<file path="src/csvrt_pkg.sv">
`default_nettype none

package csvrt_pkg;

  // character codes the tokenizer reacts to
  localparam logic [15:0] CH_BOM   = 16'hFEFF;
  localparam logic [15:0] CH_QUOTE = 16'h0022;
  localparam logic [15:0] CH_COMMA = 16'h002C;
  localparam logic [15:0] CH_CR    = 16'h000D;
  localparam logic [15:0] CH_LF    = 16'h000A;

  // input kind codes
  localparam logic KIND_CHAR = 1'b0;
  localparam logic KIND_EOI  = 1'b1;

  // quoting modes
  typedef enum logic [1:0] {
    MODE_UNQ   = 2'd0,
    MODE_QUO   = 2'd1,
    MODE_QSEEN = 2'd2
  } quote_mode_t;

  // one result item
  typedef struct packed {
    logic        char_valid;
    logic [15:0] out_char;
    logic        field_end;
    logic        record_end;
    logic        is_header;
    logic        empty_error;
  } token_t;

endpackage

`default_nettype wire

</file>
<file path="src/csv_record_tokenizer.sv">
`default_nettype none

// CSV tokenizer for a stream of UTF-16 code units. Each slave transfer carries one character
// (tuser low) or an end-of-input mark (tuser high); each master transfer carries one token: a
// field character with quotes unescaped, a field end on a comma, or a field end with record
// end (tlast) on LF, CR or CRLF. A leading byte-order mark, the LF of a CRLF, quote marks and
// blank lines after the header give no token. The first record is flagged as the header, and
// an end of input with no character seen gives a single token with only the empty-document
// error flag set. End of input closes any open record and returns the tokenizer to its reset
// state for the next document. One character is taken every clock cycle while tready is high;
// the whole parser state update is combinational, and each token is registered in the output
// register, or in the skid register while the master side stalls. The skid register keeps the
// slave side open for one more transfer during a stall; tready drops only when it is full.
module csv_record_tokenizer (
  input  wire logic        clk,
  input  wire logic        rst,
  input  wire logic        s_axis_tvalid,
  output      logic        s_axis_tready,
  input  wire logic [15:0] s_axis_tdata,   // [15:0] ch
  input  wire logic        s_axis_tuser,   // [0] kind
  output      logic        m_axis_tvalid,
  input  wire logic        m_axis_tready,
  output      logic [15:0] m_axis_tdata,   // [15:0] out_char
  output      logic [3:0]  m_axis_tuser,   // [0] char_valid, [1] field_end,
                                           // [2] is_header, [3] empty_error
  output      logic        m_axis_tlast    // record_end
);
  import csvrt_pkg::*;

  // parser state
  quote_mode_t quote_mode, quote_mode_next;
  logic        row_open, row_open_next;
  logic        header_done, header_done_next;
  logic        cr_pending, cr_pending_next;
  logic        any_seen, any_seen_next;

  // output and skid registers
  token_t      out_tok;
  token_t      skid_tok;
  logic        skid_valid;

  token_t      tok;
  logic        has_tok;
  logic        in_take;
  logic        out_take;

  logic [15:0] ch;
  logic        is_eol;
  logic        skip_lf;
  logic        unq_path;

  assign ch       = s_axis_tdata;
  assign is_eol   = (ch == CH_CR) || (ch == CH_LF);
  assign in_take  = s_axis_tvalid && s_axis_tready;
  assign out_take = m_axis_tvalid && m_axis_tready;

  // state update and token for the character at the slave side
  always_comb begin
    quote_mode_next  = quote_mode;
    row_open_next    = row_open;
    header_done_next = header_done;
    cr_pending_next  = cr_pending;
    any_seen_next    = any_seen;
    tok              = '0;
    tok.is_header    = !header_done;
    has_tok          = 1'b0;
    skip_lf          = 1'b0;
    unq_path         = 1'b0;

    if (s_axis_tuser == KIND_EOI) begin
      if (!any_seen) begin
        has_tok         = 1'b1;
        tok.is_header   = 1'b0;
        tok.empty_error = 1'b1;
      end else if (row_open || !header_done) begin
        has_tok        = 1'b1;
        tok.field_end  = 1'b1;
        tok.record_end = 1'b1;
      end
      quote_mode_next  = MODE_UNQ;
      row_open_next    = 1'b0;
      header_done_next = 1'b0;
      cr_pending_next  = 1'b0;
      any_seen_next    = 1'b0;
    end else begin
      any_seen_next = 1'b1;
      if (any_seen || ch != CH_BOM) begin
        // swallow the lf of a crlf
        if (cr_pending) begin
          cr_pending_next = 1'b0;
          skip_lf         = (ch == CH_LF);
        end
        if (!skip_lf) begin
          case (quote_mode)
            MODE_QUO: begin
              row_open_next = 1'b1;
              if (ch == CH_QUOTE) begin
                quote_mode_next = MODE_QSEEN;
              end else begin
                has_tok        = 1'b1;
                tok.char_valid = 1'b1;
                tok.out_char   = ch;
              end
            end
            MODE_QSEEN: begin
              if (ch == CH_QUOTE) begin
                quote_mode_next = MODE_QUO;
                has_tok         = 1'b1;
                tok.char_valid  = 1'b1;
                tok.out_char    = CH_QUOTE;
              end else begin
                unq_path = 1'b1;
              end
            end
            default: begin
              unq_path = 1'b1;
            end
          endcase

          // unquoted handling
          if (unq_path) begin
            quote_mode_next = MODE_UNQ;
            if (is_eol) begin
              if (row_open || !header_done) begin
                header_done_next = 1'b1;
                row_open_next    = 1'b0;
                cr_pending_next  = (ch == CH_CR);
                has_tok          = 1'b1;
                tok.field_end    = 1'b1;
                tok.record_end   = 1'b1;
              end
            end else begin
              row_open_next = 1'b1;
              if (ch == CH_QUOTE) begin
                quote_mode_next = MODE_QUO;
              end else if (ch == CH_COMMA) begin
                has_tok       = 1'b1;
                tok.field_end = 1'b1;
              end else begin
                has_tok        = 1'b1;
                tok.char_valid = 1'b1;
                tok.out_char   = ch;
              end
            end
          end
        end
      end
    end
  end

  // parser state registers
  always_ff @(posedge clk) begin
    if (rst) begin
      quote_mode  <= MODE_UNQ;
      row_open    <= 1'b0;
      header_done <= 1'b0;
      cr_pending  <= 1'b0;
      any_seen    <= 1'b0;
    end else if (in_take) begin
      quote_mode  <= quote_mode_next;
      row_open    <= row_open_next;
      header_done <= header_done_next;
      cr_pending  <= cr_pending_next;
      any_seen    <= any_seen_next;
    end
  end

  // output register with skid stage
  always_ff @(posedge clk) begin
    if (rst) begin
      m_axis_tvalid <= 1'b0;
      skid_valid    <= 1'b0;
    end else if (skid_valid) begin
      if (out_take) begin
        skid_valid <= 1'b0;
      end
    end else if (in_take && has_tok) begin
      if (!m_axis_tvalid || out_take) begin
        m_axis_tvalid <= 1'b1;
      end else begin
        skid_valid <= 1'b1;
      end
    end else if (out_take) begin
      m_axis_tvalid <= 1'b0;
    end
  end

  // payload of the output and skid registers
  always_ff @(posedge clk) begin
    if (skid_valid) begin
      if (out_take) begin
        out_tok <= skid_tok;
      end
    end else if (in_take && has_tok) begin
      if (!m_axis_tvalid || out_take) begin
        out_tok <= tok;
      end else begin
        skid_tok <= tok;
      end
    end
  end

  assign s_axis_tready = !skid_valid;
  assign m_axis_tdata  = out_tok.out_char;
  assign m_axis_tuser  = {out_tok.empty_error, out_tok.is_header,
                          out_tok.field_end, out_tok.char_valid};
  assign m_axis_tlast  = out_tok.record_end;

  // a full skid register always sits behind a full output register
  a_skid_behind_out: assert property (@(posedge clk) disable iff (rst)
    skid_valid |-> m_axis_tvalid)
    else $error("skid register full while output register empty");

  // a record end always closes a field too
  a_record_closes_field: assert property (@(posedge clk) disable iff (rst)
    (m_axis_tvalid && m_axis_tlast) |-> m_axis_tuser[1])
    else $error("record end without field end");

  // the empty-document token carries no other flag
  a_empty_alone: assert property (@(posedge clk) disable iff (rst)
    (m_axis_tvalid && m_axis_tuser[3]) |->
      (!m_axis_tuser[0] && !m_axis_tuser[1] && !m_axis_tuser[2] && !m_axis_tlast))
    else $error("empty-document token with other flags");

  // end of input leaves the parser in its reset state
  a_eoi_resets: assert property (@(posedge clk) disable iff (rst)
    (in_take && s_axis_tuser == KIND_EOI) |=>
      (!any_seen && !row_open && !header_done && !cr_pending && quote_mode == MODE_UNQ))
    else $error("parser state not cleared after end of input");

  // a token without a character carries a zero character code
  a_char_zero: assert property (@(posedge clk) disable iff (rst)
    (m_axis_tvalid && !m_axis_tuser[0]) |-> (m_axis_tdata == '0))
    else $error("character code on a token without a character");

endmodule

`default_nettype wire
</file>
<file path="config.mk">
export PLATFORM = sky130hd
export DESIGN_NAME = csv_record_tokenizer
export DESIGN_NICKNAME = d
export VERILOG_FILES = /design/src/csvrt_pkg.sv /design/src/csv_record_tokenizer.sv
export SDC_FILE = /design/constraint.sdc
export NUM_CORES = 1
export LEC_CHECK = 0
export ABC_AREA = 0
export ABC_CLOCK_PERIOD_IN_PS = 6100
export BUFFER_PORTS_ARGS = -buffer_cell sky130_fd_sc_hd__buf_2
export CAP_MARGIN = 20
export CORE_MARGIN = 10
export CORE_UTILIZATION = 59
export DETAILED_ROUTE_END_ITERATION = 8
export HOLD_SLACK_MARGIN = 0.03
export PLACE_DENSITY = 0.94
export SETUP_SLACK_MARGIN = 0.4
export SYNTH_ARGS = -nofsm -noshare
export SYNTH_HDL_FRONTEND = slang
export SYNTH_SLANG_ARGS = --single-unit
export TNS_END_PERCENT = 10
</file>
<file path="constraint.sdc">
create_clock -name clk -period 6.1 [get_ports clk]
set_clock_uncertainty 0.2 [all_clocks]
set_input_delay 0.915 -clock clk [delete_from_list [all_inputs] [get_ports clk]]
set_output_delay 0.915 -clock clk [all_outputs]
set_load 0.02 [all_outputs]
</file>
# Yosys cells after proc, flatten, opt, wreduce, memory -nomap -nowiden
# Cells that the tools add are included.
# W data, S select, Z words.
classes:
  addsub: 0
  order_cmp: 0
  n_mux: 77
  div_mod_pow: 0
  n_bitwise: 2
  n_shift: 0
  n_mul: 0
  n_eq_ne: 12
  n_reduce_logical: 25
op_table:
  columns: ["cell", "n"]
  rows:
  - ["$mux W17", 5]
  - ["$mux W21", 4]
  - ["$mux W19", 3]
  - ["$mux W1", 49]
  - ["$pmux W17 S2", 1]
  - ["$eq A16 B4 Y1 const B", 2]
  - ["$eq A16 B6 Y1 const B", 2]
  - ["$mux W2", 11]
  - ["$mux W18", 1]
  - ["$ne A16 B16 Y1 const B", 1]
  - ["$reduce_bool A2 Y1", 7]
  - ["$reduce_and A3 Y1", 4]
  - ["$reduce_and A6 Y1", 2]
  - ["$ne A4 B4 Y1 const B", 2]
  - ["$logic_or A1 B1 Y1", 4]
  - ["$ne A2 B2 Y1 const B", 2]
  - ["$pmux W1 S2", 2]
  - ["$pmux W2 S2", 1]
  - ["$reduce_bool A4 Y1", 1]
  - ["$logic_and A1 B1 Y1", 3]
  - ["$logic_not A1 Y1", 3]
  - ["$eq A2 B1 Y1 const B", 1]
  - ["$eq A2 B2 Y1 const B", 1]
  - ["$ne A2 B1 Y1 const B", 1]
  - ["2 further kinds", 3]
totals:
  output_inout_bits: 23
  reg_bits: 50
  latch_bits: 0
  n_memories: 0
  romBits: 0
  word_cells: 135
  input_bits: 21
  ram_bits: 0

# Logic depth before layout (Yosys ltp)
depth:
  word_depth: 14
  mapped_depth: 9
  depth_no_buf: 8

# Worst setup path after synthesis
# Ideal clock, no wire load.
synth_path:
  path_type: "input -> register"
  startpoint: "in s_axis_tdata[2]"
  endpoint: "reg out_tok, in the netlist m_axis_tdata[0], enable pin"
  path_buffers: 1
  cell_stages: 7
  path_slack_ns: 2.068
  arrival_ns: 3.426
  required_ns: 5.494
  setup_ns: 0.406
  cell_sequence: "clkbuf_1 -> or4b_1 -> nor4_1 -> nor2_1 -> nand3_1 -> a21oi_1 -> a21oi_1"
synth_via:
  elab_chain_cells: 13
  word_cells_on_any_way: 26
  cone_classes: "4 x eq/ne; 17 x mux; 5 x reduce/logical"
synth_lines:
  columns: ["element", "line_no", "rtl"]
  rows:
  - ["start, declared", "csv_record_tokenizer.sv:19", "input wire logic [15:0] s_axis_tdata,"]
  - ["$eq A16 B6 Y1", "csv_record_tokenizer.sv:97, csv_record_tokenizer.sv:106, csv_record_tokenizer.sv:134", null]
  - ["$mux W1", "csv_record_tokenizer.sv:97, csv_record_tokenizer.sv:106", null]
  - ["$pmux W1 S2", "csv_record_tokenizer.sv:94", "case (quote_mode)"]
  - ["$mux W1", "csv_record_tokenizer.sv:93", "if (!skip_lf) begin"]
  - ["$mux W1", "csv_record_tokenizer.sv:87", "if (any_seen || ch != CH_BOM) begin"]
  - ["$mux W1", "csv_record_tokenizer.sv:70", "if (s_axis_tuser == KIND_EOI) begin"]
  - ["$mux W1", "csv_record_tokenizer.sv:121", "if (unq_path) begin"]
  - ["$mux W1", "csv_record_tokenizer.sv:93", null]
  - ["$mux W1 (*)", "csv_record_tokenizer.sv:87", null]
  - ["$mux W1 (*)", "csv_record_tokenizer.sv:70", null]
  - ["$logic_and A1 B1 Y1 (*)", "csv_record_tokenizer.sv:194", "end else if (in_take && has_tok) begin"]
  - ["$reduce_bool A2 Y1 (no source line) (*)", null, null]
  - ["$reduce_and A3 Y1 (no source line) (*)", null, null]
  - ["end signal, assigned", "csv_record_tokenizer.sv:192", "out_tok <= skid_tok;"]
  - ["end signal, assigned", "csv_record_tokenizer.sv:196", "out_tok <= tok;"]
  - ["end, declared", "csv_record_tokenizer.sv:38", "token_t out_tok;"]
# Every way passes the cells marked *; elsewhere a longest branch is shown, timed or not. The select of a mux whose other input is x is not followed.
# A chain may end at the register's enable or synchronous reset.

# Worst setup path in the final report
layout_path:
  startpoint: "in s_axis_tdata[8]"
  endpoint: "reg out_tok, in the netlist m_axis_tdata[6], enable pin"
# The elaborated chain is that of the path after synthesis.

==> results.md <==
- The detailed-route via count is 1852.
- TritonCTS built the clock tree.
- Measured along the y axis, the die boundary spans 84.46 um.
- For this design, the slowest cell found on the critical path is sky130_fd_sc_hd__or4_4.
- The largest buffer count on any clock path is 2.
- Entering global routing, the biggest net connects 27 pins.
- The maximum level of the CTS H-tree is 2.
- The analysis attributes to net switching a power of 180.0 uW.
- The routed wire length per instance is 18.79 um.
- For this run, the slowest stage of the critical path takes 570 ps.
- The count of final setup violators is 0.
- The post-synthesis instance total is 206.
- The overall overflow remaining after global route is 0.
- In the routed layout, each cell is associated on average with a via count of 6.173.
- The buffers inserted during post-CTS setup optimization is 0.
- The number of hold buffers added after CTS was 0.
- The number of placement rows is 23.
- The share of post-route cells with drive strength above 1 is 0.2640.
- Across every metal layer, demand over resource in global routing totals 0.1553.
- The post-route antenna net violation count is 0.
- IR analysis of the VDD net gives a maximum drop of 0.1031 mV.
- The post-synthesis instance area is 2451 um2.
- The share of synthesized area occupied by flip-flops and latches is 0.5799.
- The number of global-route vias before repair was 1833.
- The worst-margin pin slew is 1162 ps.
- The final layout contains 273 nets.
- In the synthesized netlist, the cells that appear most often are sky130_fd_sc_hd__edfxtp_1, sky130_fd_sc_hd__a22o_1, sky130_fd_sc_hd__and2_1.
- The detailed router's first-iteration violation count is 161.
- The switching portion of total power is 0.2609.
- The fraction of power consumed by sequential logic is 0.578.
- The total die area is 7133 um2.
- The number of flops mapped to enable cells by yosys is 42.
- The initial utilization of the core area, before any placement, comes to 0.6128.
- During synthesis, Yosys emitted a total of 0 warnings.
- Static timing analysis puts the maximum clock frequency at 0.2947 GHz.
- The post-route total power is 689.7 uW.
- Walking the worst path, the cells encountered are buf_2 > or4_4 > nor4_4 > nor3b_1 > nand3_1 > a21oi_1 > a21oi_2 > buf_8.
- The final layout contains routed wiring with a total length of 5638 um.
- Cell internal power was estimated by the tool at 509.7 uW.
- The share of the cycle needed by the critical path after routing is 0.5562.
- The clock latency of the later-clocked register in the worst-skew pair is 310 ps.
- The library cell with the largest summed area after synthesis is sky130_fd_sc_hd__edfxtp_1.
- The required time at the worst-slack endpoint is 5970 ps.
- Gates resized during post-CTS repair numbered 0.
- The combinational fraction of design power is 0.147.
- The congestion estimate from routability-driven global placement came to 0.8817.
- After layout, the minimum clock period comes to 3393 ps.
- The worst setup path is captured at a flip-flop.
- The clock-pin transition on the worst setup and hold timing paths is 90 ps.
- The max-slew violation count is 0.
- The most frequent cell after synthesis is sky130_fd_sc_hd__edfxtp_1.
- The leakage power total is 0.001061 uW.
- Headroom to the max-slew limit came out at 0.2193.
- Yosys mapped the design onto 47 distinct sky130hd cell types.
- The layout-stage area growth over the synthesis result is 14.34%.
- The fraction of synthesized cell area taken by the top area cell type is 0.5145.
- The tree is rooted in a sky130_fd_sc_hd__clkbuf_8.
- In this run the power density over the cells is 246.1 nW/um2.
- The die is 84.46 um wide.
- The number of diodes added for antenna fixing is 0.
- Dividing the synthesized area by the synthesized cell count gives 11.90 um2.
- Clock tree synthesis inserted a total of 5 buffers.
- The total I/O pin count is 44.
- The number of storage elements in the synthesis netlist is 50.
- For this run, asynchronously set or reset flops after synthesis account for 0.
- The kind of start point of the critical path is an input pin.
- The number of antenna violations at the first check in global routing is 0.
- The number of detailed-routing iterations run before antenna repair is 5.
- The highest fanout seen on the critical path is 19.
- The run finished with clean final reports.
- The worst hold slack across all endpoints is 282.5 ps.
- The core region is 4000 um2.
- In the routed design, unresolved DRC markers number 0.
- The endpoint arrival time on the critical path is 3260 ps.
- The number of I/O port buffers is 43.
- The worst setup path is of the in2reg kind.
- The final standard cell utilization of the core is 0.7007.
- Detailed placement ended at an HPWL of 3974 um.
- In the final timing run, aggregate negative setup slack is 0 ps.
- In the synthesized netlist the dominant register cell turns out to be sky130_fd_sc_hd__edfxtp_1.
- The number of nets in the synthesized netlist is 230.
- The final number of hold-violating endpoints is 0.
- The tightest min-delay check is of the reg2reg type.
- Setup repair after global routing left no endpoint under its margin.
- The final-layout fill cell count is 281.
- The clock drives 50 sinks.
- Across the run, the number of max-cap violations was 0.
- The global-route wire length before repair is 8983 um.
- In the post-synthesis netlist, the biggest area contributors are sky130_fd_sc_hd__edfxtp_1, sky130_fd_sc_hd__dfxtp_1, sky130_fd_sc_hd__a22o_1.
- The clock group share of total power is 0.276.
==> cell type report <==
| type | instances | area (um2) | share of cell area |
|---|---|---|---|
| timing repair buffer | 46 | 245.2 | 0.08750 |
| clock inverter | 3 | 21.27 | 0.007589 |
| inverter | 6 | 22.52 | 0.008036 |
| sequential | 50 | 1421 | 0.5071 |
| multi-input combinational | 140 | 960.9 | 0.3429 |
| tap | 50 | 62.56 | 0.02232 |
| clock buffer | 5 | 68.82 | 0.02455 |
==> placed cells by master (no fill, tap or decap), drive strengths merged, types with 4 or more instances in the layout <==
cell type / count
nor2: 11
nor2b: 12
inv: 5
a22o: 15
mux2: 4
a21oi: 12
nor3: 8
nand2: 11
dfxtp: 8
buf: 46
nor4: 4
edfxtp: 42
clkbuf: 5
and2: 15
o21ai: 4
==> logic make-up after synthesis <==
| group | Yosys count | synth area share |
|---|---|---|
| muxes | 4 | 0.01838 |
| xor gates and xnor gates | 1 | 0.003574 |
| DFF | 50 | 0.5799 |
| buffers and inverters | 16 | 0.02961 |
| AOI/OAI and AO/OA | 47 | 0.1399 |
| and+or+nand+nor | 85 | 0.2134 |
| adders and majority gates | 3 | 0.01532 |
==> state kept, by name, summed over array words and instances (netlist names) <==
register / flops
m_axis_tdata: 16
header_done: 1
m_axis_tuser: 4
skid_valid: 1
skid_tok: 21
cr_pending: 1
m_axis_tvalid: 1
row_open: 1
any_seen: 1
quote_mode: 2
m_axis_tlast: 1
==> critical path, delay by kind of cell <==
family          cells  cell delay (ps)
compound gates      2              500
buf+inv             2              320
simple gates        4             1520
==> worst paths after layout <==
kind,cells after the start,slack (ps),end,startpoint
setup reg to reg,6,3280,skid_tok[10],any_seen
setup / recovery,8,2710,m_axis_tdata[6],s_axis_tdata[8]
hold / removal,2,280,cr_pending,cr_pending
hold reg to reg,2,280,cr_pending,cr_pending
==> power by group through the flow <==
stage | Clock (uW) | Sequential, uW | Combinational, uW
2_1_floorplan | 0 | 425 | 44.6
5_1_grt | 204 | 400 | 108
4_1_cts | 195 | 399 | 98.9
3_5_place_dp | 0 | 407 | 97.9
6_report | 190 | 399 | 101
3_3_place_gp | 0 | 406 | 94.9
==> layer usage <==
metal / GRT usage / part of all wire
met2: 0.2656 / 0.51
met4: 0.06287 / 0.019
met1: 0.1771 / 0.40
met5: 0 / 0
met3: 0.04638 / 0.075
==> metrics by stage <==
stage | std cells | instance area [um2] | setup slack, ps
global route | 300 | 2803 | 2579
floorplan | 206 | 2451 | 2068
global placement | 291 | 2698 | 2044
finish | 300 | 2803 | 2707
CTS | 299 | 2788 | 2232
detailed placement | 291 | 2698 | 1898
(Power assumes the default switching activity.)
